$ cat src/ffpa_pkg.sv
package ffpa_pkg;

  typedef enum logic [1:0] {
    KIND_ALLOC  = 2'd0,
    KIND_SHRINK = 2'd1,
    KIND_FREE   = 2'd2,
    KIND_NONE   = 2'd3
  } kind_t;

  typedef enum logic [1:0] {
    ST_OK      = 2'd0,
    ST_NOSPACE = 2'd1,
    ST_FULL    = 2'd2,
    ST_UNKNOWN = 2'd3
  } status_t;

  typedef struct packed {
    logic [1:0]  kind;
    logic [15:0] request_bytes;
    logic [15:0] block_offset;
  } in_item_t;

  typedef struct packed {
    logic [1:0]  status;
    logic [15:0] user_offset;
  } out_item_t;

  // controller -> datapath
  typedef struct packed {
    logic load;      // capture the item, reset scan index
    logic step;      // advance scan index
    logic read;      // issue table read at scan index
    logic read_nb;   // read the neighbor that a shift moves (insert: idx-1, free: idx+1)
    logic seek;      // mark insertion point idx+1, jump scan index to the entry count
    logic shift;     // move one entry (insert: down, free: up)
    logic write_new; // write new entry at insertion point
    logic write_len; // rewrite length at match
    logic cnt_inc;
    logic cnt_dec;
  } dp_cmd_t;

  // datapath -> controller
  typedef struct packed {
    logic full;
    logic scan_done;   // scan index reached last entry to examine
    logic hit;         // gap fits / offset matches (from registered read)
    logic append_ok;
    logic shift_done;
    logic empty;
  } dp_stat_t;

endpackage

$ cat src/first_fit_pool_allocator.sv
// first_fit_pool_allocator: first-fit allocator over a byte pool with an ordered block table.
// Pulse start with in_item while busy is low; exactly one result follows, on out_item for one
// cycle with out_valid high, in the cycle in which busy falls. The receiver cannot stall it.
// An item keeps busy high while the table memory is scanned entry by entry (read, then
// compare) and then entries are moved one by one (read the neighbor, write it) to open or
// close a slot; freeing the first or last block of a full table takes longest. The user must
// write pool_size via cfg_we/cfg_data only while no item is in flight; it is not enforced.
module first_fit_pool_allocator #(
  parameter int POOL_BYTES   = 65536,
  parameter int HEADER_BYTES = 16,
  parameter int MAX_BLOCKS   = 32
) (
  input  logic                clk,
  input  logic                rst_n,
  input  logic                start,
  output logic                busy,
  input  ffpa_pkg::in_item_t  in_item,
  output logic                out_valid,
  output ffpa_pkg::out_item_t out_item,
  input  logic                cfg_we,
  input  logic [16:0]         cfg_data
);
  import ffpa_pkg::*;

  logic [16:0] pool_size_r;
  dp_cmd_t     cmd;
  dp_stat_t    stat;
  logic [15:0] found_offset;

  always_ff @(posedge clk) begin
    if (!rst_n) begin
      pool_size_r <= 17'd65536;
    end else if (cfg_we) begin
      pool_size_r <= cfg_data;
    end
  end

  ffpa_datapath #(
    .POOL_BYTES(POOL_BYTES), .HEADER_BYTES(HEADER_BYTES), .MAX_BLOCKS(MAX_BLOCKS)
  ) u_dp (
    .clk, .rst_n, .in_item, .pool_size_r, .cmd, .stat, .found_offset
  );

  ffpa_ctrl u_ctrl (
    .clk, .rst_n, .start, .in_kind(in_item.kind), .stat, .found_offset,
    .cmd, .busy, .out_valid, .out_item
  );

endmodule

module ffpa_ctrl (
  input  logic                clk,
  input  logic                rst_n,
  input  logic                start,
  input  logic [1:0]          in_kind,
  input  ffpa_pkg::dp_stat_t  stat,
  input  logic [15:0]         found_offset,
  output ffpa_pkg::dp_cmd_t   cmd,
  output logic                busy,
  output logic                out_valid,
  output ffpa_pkg::out_item_t out_item
);
  import ffpa_pkg::*;

  typedef enum logic [3:0] {
    S_IDLE,
    S_START,
    S_READ,
    S_EVAL,
    S_INS_RD,
    S_INS_WR,
    S_INS_NEW,
    S_DEL_RD,
    S_DEL_WR
  } state_t;

  state_t      state_r, state_nxt;
  kind_t       kind_r;
  logic [15:0] off_r, off_nxt;
  logic        out_valid_r, done_nxt;
  out_item_t   out_item_r;
  status_t     st_nxt;
  logic [15:0] res_nxt;

  always_comb begin
    cmd       = '0;
    state_nxt = state_r;
    off_nxt   = off_r;
    done_nxt  = 1'b0;
    st_nxt    = ST_UNKNOWN;
    res_nxt   = '0;
    case (state_r)
      S_IDLE: begin
        if (start) begin
          cmd.load  = 1'b1;
          state_nxt = S_START;
        end
      end
      S_START: begin
        case (kind_r)
          KIND_ALLOC: begin
            if (stat.full) begin
              done_nxt  = 1'b1;
              st_nxt    = ST_FULL;
              state_nxt = S_IDLE;
            end else if (stat.empty) begin
              done_nxt  = 1'b1;
              state_nxt = S_IDLE;
              if (stat.append_ok) begin
                cmd.write_new = 1'b1;
                cmd.cnt_inc   = 1'b1;
                st_nxt        = ST_OK;
                res_nxt       = found_offset;
              end else begin
                st_nxt = ST_NOSPACE;
              end
            end else begin
              cmd.read  = 1'b1;
              state_nxt = S_EVAL;
            end
          end
          KIND_SHRINK, KIND_FREE: begin
            if (stat.empty) begin
              done_nxt  = 1'b1;
              state_nxt = S_IDLE;
            end else begin
              cmd.read  = 1'b1;
              state_nxt = S_EVAL;
            end
          end
          default: begin
            done_nxt  = 1'b1;
            state_nxt = S_IDLE;
          end
        endcase
      end
      S_READ: begin
        cmd.read  = 1'b1;
        state_nxt = S_EVAL;
      end
      S_EVAL: begin
        if (kind_r == KIND_ALLOC) begin
          if ((!stat.scan_done && stat.hit) || (stat.scan_done && stat.append_ok)) begin
            cmd.seek  = 1'b1;
            state_nxt = S_INS_RD;
          end else if (!stat.scan_done) begin
            cmd.step  = 1'b1;
            state_nxt = S_READ;
          end else begin
            done_nxt  = 1'b1;
            st_nxt    = ST_NOSPACE;
            state_nxt = S_IDLE;
          end
        end else if (stat.hit) begin
          if (kind_r == KIND_SHRINK) begin
            cmd.write_len = 1'b1;
            done_nxt      = 1'b1;
            st_nxt        = ST_OK;
            res_nxt       = found_offset;
            state_nxt     = S_IDLE;
          end else begin
            off_nxt   = found_offset;
            state_nxt = S_DEL_RD;
          end
        end else if (!stat.scan_done) begin
          cmd.step  = 1'b1;
          state_nxt = S_READ;
        end else begin
          done_nxt  = 1'b1;
          state_nxt = S_IDLE;
        end
      end
      S_INS_RD: begin
        cmd.read_nb = 1'b1;
        state_nxt   = stat.shift_done ? S_INS_NEW : S_INS_WR;
      end
      S_INS_WR: begin
        cmd.shift = 1'b1;
        state_nxt = S_INS_RD;
      end
      S_INS_NEW: begin
        cmd.write_new = 1'b1;
        cmd.cnt_inc   = 1'b1;
        done_nxt      = 1'b1;
        st_nxt        = ST_OK;
        res_nxt       = found_offset;
        state_nxt     = S_IDLE;
      end
      S_DEL_RD: begin
        if (stat.scan_done) begin
          cmd.cnt_dec = 1'b1;
          done_nxt    = 1'b1;
          st_nxt      = ST_OK;
          res_nxt     = off_r;
          state_nxt   = S_IDLE;
        end else begin
          cmd.read_nb = 1'b1;
          state_nxt   = S_DEL_WR;
        end
      end
      S_DEL_WR: begin
        cmd.shift = 1'b1;
        state_nxt = S_DEL_RD;
      end
      default: begin
        state_nxt = S_IDLE;
      end
    endcase
  end

  always_ff @(posedge clk) begin
    if (!rst_n) begin
      state_r     <= S_IDLE;
      kind_r      <= KIND_NONE;
      off_r       <= '0;
      out_valid_r <= 1'b0;
      out_item_r  <= '0;
    end else begin
      state_r <= state_nxt;
      off_r   <= off_nxt;
      if (cmd.load) begin
        kind_r <= kind_t'(in_kind);
      end
      out_valid_r            <= done_nxt;
      out_item_r.status      <= st_nxt;
      out_item_r.user_offset <= res_nxt;
    end
  end

  assign busy      = (state_r != S_IDLE);
  assign out_valid = out_valid_r;
  assign out_item  = out_item_r;

  a_load_idle: assert property (@(posedge clk) disable iff (!rst_n)
    cmd.load |-> (state_r == S_IDLE));
  a_one_pulse: assert property (@(posedge clk) disable iff (!rst_n)
    out_valid |=> !out_valid);
  a_result_idle: assert property (@(posedge clk) disable iff (!rst_n)
    out_valid |-> !busy);
  a_inc_room: assert property (@(posedge clk) disable iff (!rst_n)
    cmd.cnt_inc |-> !stat.full);
  a_dec_some: assert property (@(posedge clk) disable iff (!rst_n)
    cmd.cnt_dec |-> !stat.empty);

endmodule

$ cat src/ffpa_datapath.sv
module ffpa_datapath #(
  parameter int POOL_BYTES   = 65536,
  parameter int HEADER_BYTES = 16,
  parameter int MAX_BLOCKS   = 32
) (
  input  logic               clk,
  input  logic               rst_n,
  input  ffpa_pkg::in_item_t in_item,
  input  logic [16:0]        pool_size_r,
  input  ffpa_pkg::dp_cmd_t  cmd,
  output ffpa_pkg::dp_stat_t stat,
  output logic [15:0]        found_offset
);
  import ffpa_pkg::*;

  localparam int IW = $clog2(MAX_BLOCKS);
  localparam int CW = $clog2(MAX_BLOCKS + 1);
  localparam int AW = $clog2(POOL_BYTES + 1) + 2;

  logic [15:0] mem_start [MAX_BLOCKS];
  logic [15:0] mem_len   [MAX_BLOCKS];

  in_item_t      item_r;
  logic [CW-1:0] cnt_r;
  logic [CW-1:0] idx_r;
  logic [CW-1:0] pos_r;
  logic [15:0]   rd_start_r, rd_len_r, rd_next_r;
  logic [AW-1:0] end_w, need_w, lim_w, gap_w;
  logic [IW-1:0] ra, rb, nb, rd_a, wa;
  logic          is_alloc;
  logic          wr_en;
  logic [15:0]   wr_start, wr_len;

  assign is_alloc = (item_r.kind == KIND_ALLOC);
  assign ra = idx_r[IW-1:0];
  assign rb = (idx_r + CW'(1) >= CW'(MAX_BLOCKS)) ? ra : IW'(idx_r + CW'(1));
  assign nb = is_alloc ? IW'(idx_r - CW'(1)) : IW'(idx_r + CW'(1));
  assign rd_a = cmd.read_nb ? nb : ra;

  // registered table reads: entry i (or the neighbor to move) and the start of entry i+1
  always_ff @(posedge clk) begin
    if (cmd.read || cmd.read_nb) begin
      rd_start_r <= mem_start[rd_a];
      rd_len_r   <= mem_len[rd_a];
      rd_next_r  <= mem_start[rb];
    end
    if (wr_en) begin
      mem_start[wa] <= wr_start;
      mem_len[wa]   <= wr_len;
    end
  end

  // shift: insert moves entry idx-1 to idx (walking down), free moves idx+1 to idx
  always_comb begin
    wr_en    = 1'b0;
    wa       = ra;
    wr_start = rd_start_r;
    wr_len   = rd_len_r;
    if (cmd.shift) begin
      wr_en = 1'b1;
    end else if (cmd.write_new) begin
      wr_en    = 1'b1;
      wr_start = stat.empty ? 16'd0 : end_w[15:0];
      wr_len   = item_r.request_bytes;
    end else if (cmd.write_len) begin
      wr_en    = 1'b1;
      wr_start = rd_start_r;
      wr_len   = item_r.request_bytes;
    end
  end

  assign end_w  = AW'(rd_start_r) + AW'(HEADER_BYTES) + AW'(rd_len_r);
  assign need_w = AW'(item_r.request_bytes) + AW'(HEADER_BYTES);
  assign lim_w  = (AW'(pool_size_r) > AW'(POOL_BYTES)) ? AW'(POOL_BYTES) : AW'(pool_size_r);
  assign gap_w  = AW'(rd_next_r) - end_w;

  always_ff @(posedge clk) begin
    if (!rst_n) begin
      cnt_r <= '0;
    end else if (cmd.cnt_inc) begin
      cnt_r <= cnt_r + CW'(1);
    end else if (cmd.cnt_dec) begin
      cnt_r <= cnt_r - CW'(1);
    end
  end

  always_ff @(posedge clk) begin
    if (cmd.load) begin
      item_r <= in_item;
      idx_r  <= '0;
    end else if (cmd.step) begin
      idx_r <= idx_r + CW'(1);
    end else if (cmd.seek) begin
      idx_r <= cnt_r;
    end else if (cmd.shift && is_alloc) begin
      idx_r <= idx_r - CW'(1);
    end else if (cmd.shift) begin
      idx_r <= idx_r + CW'(1);
    end
    if (cmd.seek) begin
      pos_r <= idx_r + CW'(1);
    end
  end

  always_comb begin
    stat.full  = (cnt_r == CW'(MAX_BLOCKS));
    stat.empty = (cnt_r == '0);
    if (is_alloc) begin
      stat.scan_done = (idx_r + CW'(1) >= cnt_r);
      stat.hit = (AW'(rd_next_r) > end_w) && (gap_w >= need_w);
    end else begin
      stat.scan_done = (idx_r + CW'(1) >= cnt_r);
      stat.hit = ((rd_start_r + 16'(HEADER_BYTES)) == item_r.block_offset);
    end
    stat.append_ok  = stat.empty ? (AW'(0) < lim_w && lim_w >= need_w)
                                 : (end_w < lim_w && lim_w - end_w >= need_w);
    stat.shift_done = (idx_r == pos_r);
  end

  assign found_offset = !is_alloc  ? (rd_start_r + 16'(HEADER_BYTES)) :
                        stat.empty ? 16'(HEADER_BYTES) : 16'(end_w + AW'(HEADER_BYTES));

endmodule
$ cat config.mk
export PLATFORM = sky130hd
export DESIGN_NAME = first_fit_pool_allocator
export DESIGN_NICKNAME = d
export VERILOG_FILES = /design/src/ffpa_pkg.sv /design/src/first_fit_pool_allocator.sv /design/src/ffpa_datapath.sv
export SDC_FILE = /design/constraint.sdc
export NUM_CORES = 2
export LEC_CHECK = 0
export BUFFER_PORTS_ARGS = -buffer_cell sky130_fd_sc_hd__buf_2
export CORE_MARGIN = 8
export CORE_UTILIZATION = 30
export CTS_BUF_LIST = sky130_fd_sc_hd__clkbuf_4 sky130_fd_sc_hd__clkbuf_8
export DETAILED_ROUTE_END_ITERATION = 8
export GPL_TIMING_DRIVEN = 0
export PLACE_DENSITY = 0.4
export RECOVER_POWER = 50
export SETUP_SLACK_MARGIN = 0.1
export SLEW_MARGIN = 20
export SYNTH_ARGS = -nofsm -noshare
export SYNTH_HDL_FRONTEND = slang
export SYNTH_SLANG_ARGS = --single-unit
$ cat constraint.sdc
create_clock -name clk -period 10.14 [get_ports clk]
set_clock_uncertainty 0.1 [all_clocks]
set_input_delay 2.028 -clock clk [delete_from_list [all_inputs] [get_ports clk]]
set_output_delay 2.028 -clock clk [all_outputs]
set_load 0.01 [all_outputs]
==> summary.md <==
| Metric | Value |
|---|---|
| Actual slew at the worst max-slew pin | `3.07 ns` |
| Post-DP HPWL | `178,000 um` |
| FFs w/ async S/R, synth | `0%` |
| Fin crit share | `95.5%` |
| First-pass GRT wire length | `338,000 um` |
| Finished layout cell area | `67,100 um^2` |
| GR Overflow Total | `0` |
| Sum Neg Setup Slack | `0 ns` |
| Reg power frac | `52.4%` |
| Yosys reg bits | `1,182` |
| Mux cell area share after synthesis | `6.71%` |
| Xor/xnor share of the synthesized area | `1.98%` |
| Initial DRC Count | `4,816` |
| Die area | `204,000 um^2` |
| Final hold vios | `0` |
| Data required, critical path | `10.70 ns` |
| Placed cell areas | `62,800 um^2` |
| Vias | `43,700` |
| Max_cap viols | `20` |
| Sw power | `2.31 mW` |
| Cell count after synthesis | `4,509` |
| Yosys top cell area share | `58.7%` |
| Routed vias/inst | `5.69` |
| Predominant post-synthesis flop cell | `edfxtp_1` |
| Avg Inst Size Synth | `12.6 um^2` |
| Number of synthesized flops with an enable pin | `1,112` |
| Pin count of the biggest net entering global routing | `47` |
| Pwr per Cell Area | `151 nW/um^2` |
| Crit Path Max Fanout | `11` |
| Initial antenna violation count | `13` |
| P_leak | `22.3 nW` |
| Total internal power | `7.80 mW` |
| Total power | `10.1 mW` |
| Max IR drop VDD | `0.150 mV` |
| Final WS setup | `0.455 ns` |
| RSZ-0062 raised after global routing | `no` |
| H-tree depth | `4` |
| Worst-path clk slew | `0.06 ns` |
| DRT Pass-1 Iters | `9` |
| Total GRT Usage | `23.2%` |
| Setup violations, final | `0` |
| I/O Pins | `75` |
| DRC Markers | `2` |
| Nets | `5,172` |
| CP arrival | `10.24 ns` |
| Synth area leader | `edfxtp_1` |
| Core ar. | `189,000 um^2` |
| Commonest cells in the netlist | `edfxtp_1 (1,112), nand2_1 (564), nor2_1 (357)` |
| CP Launch Type | `flop` |
| Die H | `452 um` |
| Minimum hold slack | `0.395 ns` |
| Number of global-route vias before repair | `42,100` |
| Post-Syn Area | `56,900 um^2` |
| Drt total wl | `247,000 um` |
| CP max stage cell | `edfxtp_1` |
| Clock buffer depth | `3` |
| YS warnings | `0` |
| FP Rows | `160` |
| Synth Area in Adders | `3.09%` |
| Non-Filler Instances | `7,677` |
| Clk pwr share | `45.5%` |
| Comb power frac | `2.0%` |
| Worst-skew pair later-pin latency | `1.00 ns` |
| CTS Buf Count | `214` |
| Final antenna-violating net count | `0` |
| Synth cell types | `85` |
| Port bufs | `73` |
| Worst hold-check path type | `reg -> reg` |
| Wire per inst | `32.1 um` |
| Sinks on Clock Net | `1,182` |
| Synth area leaders | `edfxtp_1 (59%), mux4_2 (5.1%), nand2_1 (3.7%)` |
| Die width | `452 um` |
| Ratio of cells with drive above 1 in the final layout | `14.4%` |
| Synthesis-to-finish area growth | `17.8%` |
| Final Wtd Congestion | `0.898` |
| Status | `finished with violations` |
| Post-route minimum period | `9.69 ns` |
| Placed instance count | `7,180` |
| Violated checks | `DRC, capacitance limit, slew limit` |
| Largest family of logic cells by synthesized area | `compound AO/OA/AOI/OAI gates` |
| Sequential fraction of the synthesis area | `61.1%` |
| Sw frac | `22.9%` |
| Filler instances | `18,800` |
| CP Class | `reg -> reg` |
| Final core utilization | `35.4%` |
| CP Capture Type | `flop` |
| CP max stage delay | `0.61 ns` |
| Fmax | `0.103 GHz` |
| Slew margin rel. | `-104%` |
| CTS tree | `yes` |
| Root cell of the clock tree | `clkbuf_8` |
| Dpl ws | `-0.422 ns` |
| Cell with the most instances after synthesis | `edfxtp_1` |
| Final max-slew violation count | `230` |
| Synth Area in Compound Gates | `13.3%` |
| Flop2flop setup slack | `0.45 ns` |
| Syn_nets | `4,694` |
| Initial core utilization | `30.1%` |
| Synth Area in Simple Gates | `11.3%` |
## layout by cell type (no fill, tap or decap), types with 29 or more instances in the layout
| master | synthesis | final |
|---|---|---|
| xor2_1 | 42 | 42 |
| clkinv_1 | 4 | 57 |
| nand2_1 | 564 | 563 |
| nand3_1 | 253 | 253 |
| buf_12 | 0 | 45 |
| nand4_1 | 78 | 78 |
| clkbuf_1 | 251 | 339 |
| nor4_1 | 47 | 47 |
| a32o_1 | 29 | 29 |
| o31ai_1 | 151 | 144 |
| o22ai_1 | 301 | 301 |
| ha_1 | 126 | 126 |
| clkbuf_4 | 0 | 100 |
| edfxtp_1 | 1112 | 1112 |
| o22a_1 | 126 | 126 |
| dfxtp_1 | 70 | 70 |
| buf_1 | 53 | 33 |
| a21oi_1 | 67 | 67 |
| buf_2 | 10 | 69 |
| nor2_1 | 357 | 344 |
| o21ai_0 | 62 | 62 |
| mux2i_1 | 72 | 72 |
| o221ai_1 | 129 | 129 |
| inv_1 | 54 | 54 |
| xnor2_1 | 69 | 69 |
| clkbuf_8 | 0 | 220 |
| mux4_2 | 128 | 128 |
## registers in the layout, summed over array words and instances, names as in the netlist, 4 cells and up
register and count:
u_dp.rd_next_r 16, pool_size_r 17, u_dp.pos_r 6, u_ctrl.state_r 4, u_ctrl.off_r 16, u_dp.item_r 34
u_ctrl.out_item 18, u_dp.rd_len_r 16, u_dp.rd_start_r 16, u_dp.cnt_r 6, u_dp.mem_start 512, u_dp.mem_len 512
u_dp.idx_r 6
## worst max-delay path, delay by kind of cell (launching register included)
kind	cells	cell delay, ns
XOR/XNOR	2	0.43
buffers and inverters	8	1.86
adder cells (fa/ha/maj)	8	2.86
AND/OR/NAND/NOR	9	1.53
flip-flops	1	0.61
AO/OA/AOI/OAI	7	1.93
## final cells by class
class	count	area [um^2]	area share (%)
inverter	58	219	0.326
sequential	1182	34800	51.9
buffer	316	1220	1.82
multi-input combinational	2953	20900	31.2
tap	2511	3140	4.68
antenna	4	10.0	0.0149
timing repair buffer	262	2480	3.70
clock buffer	287	3530	5.26
clock inverter	104	731	1.09
## power groups by stage
| stage | clock network (mW) | registers (mW) | logic, mW |
|---|---|---|---|
| 2_1_floorplan | 0 | 5.40 | 0.125 |
| 3_3_place_gp | 0 | 5.41 | 0.202 |
| 3_5_place_dp | 0 | 5.41 | 0.210 |
| 4_1_cts | 4.72 | 5.31 | 0.212 |
| 5_1_grt | 4.92 | 5.30 | 0.224 |
| 6_report | 4.61 | 5.31 | 0.204 |
## layer usage
| metal | global-route usage, % | vias up | wire, um |
|---|---|---|---|
| met4 | 11.1 | 8 | 14500 |
| met1 | 30.9 | 22300 | 102000 |
| met5 | 0 | - | 51 |
| li1 | - | 18900 | - |
| met3 | 4.81 | 494 | 20000 |
| met2 | 36.3 | 2094 | 110000 |
## path summary, 6_finish.rpt
| kind | depth (start not counted) | start | end |
|---|---|---|---|
| worst max-delay path | 34 | u_dp.rd_len_r[4] | u_dp.mem_start[7][13] |
| worst min-delay path | 2 | u_ctrl.off_r[2] | u_ctrl.off_r[2] |
| worst max register to register | 34 | u_dp.rd_len_r[4] | u_dp.mem_start[7][13] |
| worst min register to register | 2 | u_ctrl.off_r[2] | u_ctrl.off_r[2] |
## cell families (layout without fill, tap and decap cells)
| logic type | after synthesis | count (layout) |
|---|---|---|
| xor gates and xnor gates | 118 | 118 |
| adders and majority gates | 140 | 140 |
| buffers and inverters | 374 | 1027 |
| muxes | 219 | 219 |
| other | 0 | 4 |
| AOI/OAI and AO/OA | 1036 | 1036 |
| DFF | 1182 | 1182 |
| and+or+nand+nor | 1440 | 1440 |
## what timing repair did
item | in CTS | in global routing
setup endpoints to repair | 1371 | 1332
gates resized for setup | 4 | 8
hold buffers | 0 | 0
pin swaps | 2 | 24
setup buffers | 4 | 97
hold endpoints to repair | 0 | 0
No activity file was read; power rests on OpenSTA's default activity.
